File: src/sv/ebc_ram.sv
`timescale 1ns / 1ps
// ----------------------------------------------------------------------------
// ebc_ram
// Single-port synchronous RAM with registered read data.
// ----------------------------------------------------------------------------
module ebc_ram #(
    parameter int WIDTH = 8,
    parameter int DEPTH = 256
) (
    input  logic                     aclk,
    input  logic                     we,
    input  logic [$clog2(DEPTH)-1:0] addr,
    input  logic [WIDTH-1:0]         wdata,
    output logic [WIDTH-1:0]         rdata
);
    logic [WIDTH-1:0] mem [DEPTH];

    always_ff @(posedge aclk) begin
        if (we) begin
            mem[addr] <= wdata;
        end
        rdata <= mem[addr];
    end
endmodule

File: config.mk
export PLATFORM = sky130hd
export DESIGN_NAME = ebc_ram
export DESIGN_NICKNAME = d
export VERILOG_FILES = /design/src/sv/ebc_ram.sv
export SDC_FILE = /design/constraint.sdc
export NUM_CORES = 2
export LEC_CHECK = 0
export ABC_AREA = 0
export BUFFER_PORTS_ARGS = -buffer_cell sky130_fd_sc_hd__buf_2
export CORE_AREA = 2 2 356 358
export DETAILED_ROUTE_END_ITERATION = 7
export DIE_AREA = 0 0 358 360
export PLACE_DENSITY = 0.75
export SYNTH_ARGS = -nofsm -noshare
export SYNTH_HDL_FRONTEND = slang
export SYNTH_SLANG_ARGS = --single-unit
export TNS_END_PERCENT = 20
File: constraint.sdc
create_clock -name aclk -period 2.95 [get_ports aclk]
set_input_delay 0.295 -clock aclk [delete_from_list [all_inputs] [get_ports aclk]]
set_output_delay 0.295 -clock aclk [all_outputs]
set_load 0.03 [all_outputs]
**Word level (Yosys, flattened, before mapping)**

Memory sizes are Yosys's and may differ from the RTL's. A register that Yosys moved wholly into a read port is not among the register bits.
Index checks and enable logic that the tools add are counted.

- Multiplexer cells: 2

Operators with widths:

| cell | count |
|---|---|
| 1-bit two-way mux | 2 |

- Memories: 1
- RAM bits: 2048
- Input bits: 18
- Output and inout port bits: 8
- Register bits after elaboration: 0

Memory list:

| name | depth | width | read ports | clocked after memory_dff | write ports | line | RTL |
|---|---|---|---|---|---|---|---|
| mem | 256 | 8 | 1 | 1 | 1 | 16 | `logic [WIDTH-1:0] mem [DEPTH];` |

**Logic depth before layout (Yosys ltp)**

- Depth after elaboration: 2
- Mapped depth: 10
- Gate-level depth less buffers: 5

**Least setup slack after synthesis**

OpenSTA, ideal clock, no wires.

- Path kind: input to register
- Start point: input port addr[1]
- End point: memory mem[111][0], enable pin
- Stages: 9
- Path slack: 436 ps
- Data required time: 2580 ps
- Data arrival time: 2144 ps
- Buffers on the path: 5
- Cell sequence: buf_2 -> clkbuf_1 -> clkbuf_1 -> nand2_1 -> buf_2 -> nor2_1 -> nand2_1 -> clkbuf_1 -> nor2_1

RTL lines:

| item | line | RTL |
|---|---|---|
| start: declaration | 12 | `input logic [$clog2(DEPTH)-1:0] addr,` |
| end: declaration | 16 |  |

No word-level cell before the write port.

==> impl_metrics.toml <==
[run_status]
status = "finished, final reports clean"

[cts]
cts.sinks = 2056
insertion_delay_ns = 0.82
cts-root-buf = "clkbuf_16"
cts_made_buffers = 193
path_clk_slew_ns = 0.06
h-tree-depth = 4
cts_tree = "yes"
clockBufferDepth = 3
postCtsSetupRepairBufs = 0

[route]
num_vias = 40600
totalWireLength_um = 197000
dr.pass1.iters = 6
wl_per_cell_um = 33.6
drtAntennaViolNets = 0
initialDrtViolationCount = 6944
drc = 0
drt-vias-per-instance = 6.91

[setup_path]
cpMostUsedCell = "buf_4"
worstPathArrival_ns = 3.51
r2r_setup_slack_ns = 0.19
worst-path-buf-inv = 4
max_stage_delay_ns = 0.90
worst-r2r-cell-count = 6
cp_max_fo = 27
worstSetupPathType = "in -> reg"
cp.required_ns = 3.63
startpoint_type = "input port"
endpoint_kind = "register"
cpLargestDelayFamily = "compound AO/OA/AOI/OAI gates"
critical_path.cell_chain = "buf_8 -> buf_12 -> buf_4 -> mux4_2 -> a22oi_1 -> a21oi_1 -> o41ai_2 -> buf_4 -> nand4_1"
r2r-end = "rdata[0]$_DFF_P_"
cp_slowest_cell = "o41ai_2"
rr_startpoint = "mem[47][0]$_DFFE_PP_"

[final_layout]
syn_to_final_growth_pct = 15.6
post-route-util_pct = 72.6
layout_commonest_cell = "edfxtp_1"
final_cell_mix = "edfxtp_1 (2048), mux4_2 (512), buf_4 (467), a22oi_1 (256), nor2_1 (231)"
layout-drive-gt1-share_pct = 31.6
nets = 4089
fin_cells = 5884

[placement]
place.gp.congestion = 0.868
dpl.cell_count = 5525
portBuffers = 25
dpl.hpwl_um = 120000

[synth]
synth_xor_area_share_pct = 0
synth_compound_area_share_pct = 3.62
synth_fa_ha_area_share_pct = 0
synth-seq-cells = 2056
ys_warn_count = 0
synth_area_per_cell_um2 = 22.1
synth.net_count = 3565
synthSimpleGateAreaFrac_pct = 1.73
synth_top_family_by_area = "multiplexers"
yosys-mux-area-fraction_pct = 14.7
syn_inst = 3547
yosysUniqueCellTypes = 22
synth.yosys.seq_area_share_pct = 78.6
synth_area_um2 = 78500

[global_route]
grt_use_met1_pct = 44.2
grt_overflow = 0
met2_usage_pct = 49.8
grt_pass1_vias = 41300
grt_pass1_wl_um = 288000
busiest_layer = "met2"
antenna_found_initial = 8
grt_use_met3_pct = 6.42
grtUsageTotal_pct = 31.4
grt_max_degree = 121

[power_and_ir_drop]
p_per_area_nw_per_um2 = 655
p_leak_nw = 28.8
ir_worst_vdd_v = 0.000681

[hold_path]
hp-start = "wdata[3]"
worstHoldEndpoint = "mem[1][3]$_DFFE_PP_"
hp-class = "in -> reg"
hold_depth = 1

[sta]
setup_viol = 0
slew-limit-headroom_pct = 24.4
hold_ws_ns = 0.0308
fin_skew_ns = 0.0402
min_period_over_period_pct = 95.7
rsz0062_at_grt = "no"
finalHoldViolations = 0
fmax_ghz = 0.354
maxSlewViolCount = 0
period_minus_slack_ns = 2.82
tightest_slew_ns = 1.13

[die]
die_h_um = 360
dieArea_um2 = 129000
core_area_um2 = 125000
num_rows = 130
ioPinCount = 26
initial_core_util_pct = 62.8
die_width_um = 358

[run]
maxCapViolCount = 0
-- flip-flops by register name (all words and copies together) (netlist names) --
register	cells
mem	2048
rdata	8
-- kinds of logic (layout without fill, tap and decap cells) --
| group | after synthesis | count (layout) |
|---|---|---|
| other | 0 | 5 |
| buffers and inverters | 233 | 915 |
| multiplexers | 512 | 512 |
| flip-flops | 2056 | 2056 |
| AO/OA/AOI/OAI | 416 | 416 |
| AND/OR/NAND/NOR | 330 | 330 |
-- worst reg2reg max path, stage by stage (launching register included) --
cell and delay, ns:
edfxtp_1 0.36, mux4_2 0.50, a22oi_1 0.30, a21oi_1 0.22, o41ai_2 0.90, buf_4 0.27, nand4_1 0.10
-- routing by layer --
| layer | up-vias | part of all wire, % | wire [µm] |
|---|---|---|---|
| li1 | 16100 | - | - |
| met1 | 21000 | 35 | 69000 |
| met2 | 3012 | 49 | 97300 |
| met3 | 463 | 12 | 24000 |
| met4 | 4 | 3.6 | 7070 |
| met5 | - | 0.016 | 32 |
-- final cells by class --
class                      instances  area (µm²)
antenna                            5        12.5
clock inverter                   101         861
clock buffer                     252        5270
multi-input combinational       1258       15800
inverter                           1        3.75
tap                             1650        2060
fill                            6729       34200
timing repair buffer             561        5090
sequential                      2056       61700
-- timing repair --
item,CTS,global route
resized for setup,0,1
hold endpoints to repair,34,0
hold buffers,1,0
setup endpoints to repair,0,1
-- cell usage after synthesis (all sizes together) --
library cell,n,share of area (%)
a21oi,128,0.82
a22oi,256,2.4
and2,3,0.024
buf,87,0.70
clkbuf,145,0.69
dfxtp,8,0.20
edfxtp,2048,78
inv,1,0.0048
mux4,512,15
nand2,28,0.13
nand2b,6,0.048
nand3,13,0.083
nand4,8,0.064
nor2,232,1.1
nor2b,7,0.056
nor3,30,0.19
o41ai,32,0.36
or2,2,0.016
or3,1,0.0080
-- worst max-delay path by stage --
stage / start / to / cells past startpoint
floorplan: addr[1] / mem[111][0]$_DFFE_PP_ / 9
finish: addr[0] / rdata[0]$_DFF_P_ / 9
CTS: mem[123][0]$_DFFE_PP_ / rdata[0]$_DFF_P_ / 6
global route: addr[0] / rdata[0]$_DFF_P_ / 9
detailed placement: addr[0] / rdata[0]$_DFF_P_ / 9
global placement: addr[0] / rdata[0]$_DFF_P_ / 9
-- per-stage QoR --
step	setup TNS [ns]	total power, mW	cell area, µm²	setup WS [ns]
2_1_floorplan	0	34.3	78500	0.436
3_3_place_gp	-10.16	35.7	84600	-1.15
3_5_place_dp	-16.48	35.8	84600	-0.657
4_1_cts	0	59.6	90700	0.228
5_1_grt	0	60.8	90700	0.122
6_report	0	59.5	90700	0.126
-- report_power, final --
group	switching [mW]	total, mW	internal [mW]
Combinational	1.87	3.03	1.16
Clock	10.4	24.2	13.8
Sequential	0.0503	32.2	32.2
Total	12.3	59.5	47.2
No activity file was read; power rests on OpenSTA's default activity.
