===== config.mk =====
export PLATFORM = sky130hd
export DESIGN_NAME = ebc_alu
export DESIGN_NICKNAME = d
export VERILOG_FILES = /design/src/sv/ebc_pkg.sv /design/src/sv/ebc_alu.sv
export SDC_FILE = /design/constraint.sdc
export NUM_CORES = 1
export LEC_CHECK = 0
export BUFFER_PORTS_ARGS = -buffer_cell sky130_fd_sc_hd__clkbuf_2
export CAP_MARGIN = 20
export CORE_MARGIN = 4
export CORE_UTILIZATION = 50
export DETAILED_ROUTE_END_ITERATION = 6
export PLACE_DENSITY = 0.74
export SLEW_MARGIN = 25
export SYNTH_ARGS = -nofsm -noshare
export SYNTH_HDL_FRONTEND = slang
export SYNTH_SLANG_ARGS = --single-unit

===== constraint.sdc =====
create_clock -name vclk -period 3
set_clock_uncertainty 0.05 [all_clocks]
set_input_delay 0.15 -clock vclk [all_inputs]
set_output_delay 0.15 -clock vclk [all_outputs]
set_load 0.01 [all_outputs]

===== src/sv/ebc_pkg.sv =====
`timescale 1ns / 1ps
// ----------------------------------------------------------------------------
// ebc_pkg
// Shared constants and types of the 8-bit CPU core.
// ----------------------------------------------------------------------------
package ebc_pkg;
    localparam int ADDR_BITS = 16;
    localparam int MEM_DEPTH = 1 << ADDR_BITS;

    localparam logic [15:0] PC_RESET = 16'h0101;
    localparam logic [15:0] SP_RESET = 16'hFFFE;

    localparam logic [1:0] ACT_EXEC  = 2'd0;
    localparam logic [1:0] ACT_WRITE = 2'd1;
    localparam logic [1:0] ACT_READ  = 2'd2;

    localparam logic [7:0] OP_STOP  = 8'h10;
    localparam logic [7:0] OP_HALT  = 8'h76;
    localparam logic [7:0] OP_LDBLK = 8'h40;

    localparam int FLAG_Z = 3;
    localparam int FLAG_N = 2;
    localparam int FLAG_H = 1;
    localparam int FLAG_C = 0;

    typedef struct packed {
        logic [7:0] value;
        logic [3:0] flags;
    } alu_res_t;
endpackage


===== src/sv/ebc_alu.sv =====
`timescale 1ns / 1ps
// ----------------------------------------------------------------------------
// ebc_alu
// 8-bit increment, decrement, rotate, DAA, CPL, SCF and CCF with flags.
// ----------------------------------------------------------------------------
module ebc_alu (
    input  logic [7:0]        op,
    input  logic [7:0]        operand,
    input  logic [7:0]        acc,
    input  logic [3:0]        flags,
    output ebc_pkg::alu_res_t res
);
    import ebc_pkg::*;

    logic [2:0] y;
    logic [7:0] adj;
    logic [7:0] r;
    logic       c;
    logic       h;
    logic       cn;

    assign y = op[5:3];
    assign c = flags[FLAG_C];
    assign h = flags[FLAG_H];

    always_comb begin
        res = '{value: operand, flags: flags};
        adj = 8'h00;
        r   = 8'h00;
        cn  = c;
        case (op[2:0])
            3'd4: begin
                r = operand + 8'd1;
                res.value = r;
                res.flags = {r == 8'd0, 1'b0, operand[3:0] == 4'hF, c};
            end
            3'd5: begin
                r = operand - 8'd1;
                res.value = r;
                res.flags = {r == 8'd0, 1'b1, operand[3:0] == 4'h0, c};
            end
            3'd7: begin
                case (y)
                    3'd0: res = '{value: {acc[6:0], acc[7]}, flags: {3'b000, acc[7]}};
                    3'd1: res = '{value: {acc[0], acc[7:1]}, flags: {3'b000, acc[0]}};
                    3'd2: res = '{value: {acc[6:0], c}, flags: {3'b000, acc[7]}};
                    3'd3: res = '{value: {c, acc[7:1]}, flags: {3'b000, acc[0]}};
                    3'd4: begin
                        if (flags[FLAG_N]) begin
                            adj = (c ? 8'h60 : 8'h00) + (h ? 8'h06 : 8'h00);
                            r   = acc - adj;
                        end else begin
                            if (h || acc[3:0] > 4'h9) begin
                                adj = adj + 8'h06;
                            end
                            if (c || acc > 8'h99) begin
                                adj = adj + 8'h60;
                                cn  = 1'b1;
                            end
                            r = acc + adj;
                        end
                        res = '{value: r, flags: {r == 8'd0, flags[FLAG_N], 1'b0, cn}};
                    end
                    3'd5: res = '{value: ~acc, flags: {flags[FLAG_Z], 2'b11, c}};
                    3'd6: res = '{value: acc, flags: {flags[FLAG_Z], 3'b001}};
                    default: res = '{value: acc, flags: {flags[FLAG_Z], 2'b00, ~c}};
                endcase
            end
            default: res = '{value: operand, flags: flags};
        endcase
    end
endmodule


After elaboration in Yosys (flattened, before gate mapping)

Cells that the tools add are included.

Bitwise operators: 2
$lt $le $gt $ge: 2
Equality and inequality tests: 10
Add/subtract/negate cells: 6
Mux-type cells: 17
Reduce and logical (&&, ||, !) cells: 7

Operators with widths:

| operator                                                            | number |
|---|---|
| 12-bit one-hot mux with 7 select lines                              | 1 |
| 8-bit two-way mux                                                   | 10 |
| 12-bit one-hot mux with 3 select lines                              | 1 |
| 8-bit zero test                                                     | 3 |
| 3-bit == test (second input constant)                               | 6 |
| 7-bit by 3-bit adder with 8-bit output                              | 1 |
| 8-bit by 1-bit adder with 8-bit output (second input constant)      | 1 |
| 8-bit by 7-bit adder with 8-bit output (second input constant)      | 1 |
| 8-bit adder                                                         | 1 |
| 8-bit > comparator (second input constant)                          | 1 |
| 8-bit inverter                                                      | 1 |
| 8-bit by 1-bit subtractor with 8-bit output (second input constant) | 1 |
| 8-bit subtractor                                                    | 1 |
| 7-bit two-way mux                                                   | 1 |
| 3-bit by 2-bit == test with 1-bit output (second input constant)    | 2 |
| 3-bit two-way mux                                                   | 2 |
| 4-bit == test (second input constant)                               | 1 |
| 4-bit > comparator (second input constant)                          | 1 |
| 4-bit zero test                                                     | 1 |
| 3-bit by 1-bit == test with 1-bit output (second input constant)    | 1 |
| 3-bit zero test                                                     | 1 |
| 1-bit logical OR                                                    | 2 |
| 1-bit two-way mux                                                   | 2 |
| 1-bit inverter                                                      | 1 |

Output and inout port bits: 12
Input bits: 28
Flip-flop bits (word level): 0
Logic and storage cells: 44

Longest topological paths before layout

Depth in word-level cells: 18
Mapped depth: 13
Depth with buffers taken out: 13

Least setup slack after synthesis

Ideal clock, no wire load.

Path kind: input-to-output
Start: input port acc[1]
End: output port res[11] in the netlist's numbering
Arrival: 2.257 ns
Required time: 2.800 ns
Buffers on the path: 0
Cell stages on the path: 13
Setup slack: 0.543 ns
Path through: inv_1 > ha_1 > nor2_1 > o21ai_0 > nand2b_1 > ha_1 > fa_1 > a41o_1 > a21oi_1 > mux2i_1 > nand4_1 > nor2b_1 > o32a_1

RTL lines:

| item        | RTL line      | text |
|---|---|---|
| from (decl) | ebc_alu.sv:9  | `input logic [7:0] acc,` |
| to (decl)   | ebc_alu.sv:11 | `output ebc_pkg::alu_res_t res` |

==> flow_summary_export.csv <==
group,metric,value,unit
grt,grt_pass1_wl,8.23,mm
hold_path,min_path_type,"primary input to primary output",
route,drtPass1Iterations,4,
synth,synthCells,274,
place,hpwl,3.91,mm
synth,yosysWarnings,0,
synth,synth_cell_type_count,62,
sta,drv_slew,0,
die,dieHeight,68.2,um
worst_setup_path,worstSetupPathType,"primary input to primary output",
grt,grt_max_degree,26,
final_layout,postLayoutCellArea,2020,um2
final_layout,antenna_cells,0,
route,wl,5.11,mm
final_layout,seq_cells,0,
worst_setup_path,cp_max_fo,7,
worst_setup_path,critPathArrivalTime,2.62,ns
sta,timing.hold.ws,0.678,ns
worst_setup_path,startpoint_type,"primary input",
outcome,outcome,"finished, final reports clean",
final_layout,fin_nets,346,
hold_path,whs_path_depth,3,
place,gp_congestion,0.915,
grt,antenna_found_initial,0,
power_and_ir_drop,power.leakage,0.000882,uW
die,start_util,53.1,%
place,dpl_cell_area,1980,um2
worst_setup_path,crit_required,2.80,ns
worst_setup_path,startpoint,"acc[0]",
grt,grt_use_total,22.1,%
final_layout,regArea,0,um2
sta,slew_headroom,67.8,%
synth,seq_area_frac_synth,0,%
power_and_ir_drop,p_per_area,159,nW/um2
die,die_w,68.2,um
hold_path,hold_end,"res[11]",
final_layout,n_clock_buffer,0,
power_and_ir_drop,power,320,uW
power_and_ir_drop,ir_worst_vdd,79.2,uV
die,ios,40,
flow_run,cap_viol_max_count,0,
route,ant_nets,0,
synth,synthesis.nets,322,
sta,tightest_slew,0.483,ns
sta,fmax,354,MHz
grt,grt_pass1_vias,1758,
route,via_per_inst,6.06,
synth,syn_area,1810,um2
final_layout,drive_above_1_share,20.6,%
die,rows,21,
route,wl_per_cell,14.9,um
sta,fin_crit,2.82,ns
final_layout,layout_common_cells,"38 x clkbuf_2, 24 x o21ai_0, 22 x nand2_1, 21 x a21oi_1, 20 x nor2_1",
place,port_buffers,38,
final_layout,final_cells,342,
sta,fin_crit_sh,94.1,%
route,drc,0,
final_layout,area_delta_synth_final,11.2,%
synth,synth.avg_cell_area,6.62,um2
worst_setup_path,endpoint_kind,"primary output",
route,num_vias,2072,
route,dr.first_iter.drc_count,191,
hold_path,hp-start,"operand[7]",
die,die_area,4650,um2
die,core_region_area,3420,um2
sta,setup_viol,0,
sta,hold_violations,0,
place,dp_cells,341,
final_layout,mostFrequentLayoutCell,"clkbuf_2",
grt,grt_remaining_overflow,0,
-- cell families (layout without fill, tap and decap cells) --
group / Yosys count / after routing / synth area share (%)
fa+ha+maj: 20 / 20 / 14.2
simple gates: 101 / 101 / 28.9
xor+xnor: 15 / 15 / 7.25
compound gates: 91 / 91 / 33.7
mux: 12 / 12 / 6.97
buf+inv: 35 / 57 / 8.97
-- routing by layer --
metal  up-vias  wire [um]  track usage (%)
met1       954       2470             34.5
met4         0          0                0
met2        65       2300             35.4
li1       1053          -                -
met5         -          0                0
met3         0        340            0.493
-- worst max-delay path, stage by stage --
cell and delay, ns:
clkbuf_2 0.14, inv_2 0.07, ha_1 0.14, nor2_1 0.06
o211a_1 0.24, o31ai_4 0.23, nand2b_1 0.14, ha_4 0.24
a41o_1 0.21, a21oi_2 0.14, mux2i_1 0.20, nand4_1 0.15
nor2b_1 0.17, o32a_1 0.19, clkbuf_2 0.14
-- cell type report --
type	count	area [um2]
well taps	46	57.6
multi-input cells	239	1680
fillers	356	1400
inverters	15	56.3
repair buffers	42	220
-- what timing repair did --
item	CTS	global route
gates resized for setup	0	7
setup buffers	0	1
hold buffers	0	0
setup endpoints to repair	0	4
hold endpoints to repair	0	0
-- report_power, final --
part / switching, uW / internal [uW] / leakage, uW
combinational: 187 / 133 / 0.000882
clock: 0 / 0 / 0
sequential: 0 / 0 / 0
-- worst max-delay path by stage --
| stage | to | slack, ns |
|---|---|---|
| 5_1_grt | res[11] | -0.002 |
| 2_1_floorplan | res[11] | 0.54 |
| 4_1_cts | res[3] | 0.05 |
| 3_3_place_gp | res[11] | 0.09 |
| 6_report | res[11] | 0.18 |
| 3_5_place_dp | res[3] | 0.07 |
-- cells in the mapped netlist, types with 2 or more instances --
cell | count | area (um2)
a21oi_1 | 22 | 110
clkbuf_1 | 9 | 33.8
nor3_1 | 10 | 50.1
a31oi_1 | 2 | 12.5
xor2_1 | 7 | 61.3
nand4_1 | 2 | 12.5
and2_1 | 3 | 18.8
o211a_1 | 3 | 30.0
inv_1 | 13 | 48.8
nor4_1 | 4 | 25.0
a22oi_1 | 2 | 15.0
or3_1 | 5 | 31.3
mux2i_1 | 7 | 70.1
a21bo_2 | 2 | 20.0
ha_1 | 19 | 238
clkinv_1 | 2 | 7.51
nand2b_1 | 6 | 37.5
a211oi_1 | 2 | 15.0
xnor2_1 | 8 | 70.1
a21boi_0 | 2 | 15.0
mux2_2 | 5 | 56.3
o31ai_1 | 6 | 45.0
nor2b_1 | 7 | 43.8
a21o_1 | 4 | 30.0
buf_2 | 7 | 35.0
or3b_2 | 2 | 17.5
nor2_1 | 20 | 75.1
o21ai_0 | 24 | 120
o22ai_1 | 2 | 12.5
nand3_1 | 12 | 60.1
nand2_1 | 22 | 82.6
nor4bb_1 | 2 | 20.0
a211oi_2 | 2 | 25.0
-- metrics by stage --
stage / setup TNS [ns] / setup slack (ns) / utilization (%)
5_1_grt: -0.00247 / -0.00247 / 59.0
3_5_place_dp: 0 / 0.0715 / 57.9
2_1_floorplan: 0 / 0.543 / -
6_report: 0 / 0.176 / 59.0
3_3_place_gp: 0 / 0.0861 / 57.9
4_1_cts: 0 / 0.0523 / 57.9
(Power assumes the default switching activity.)
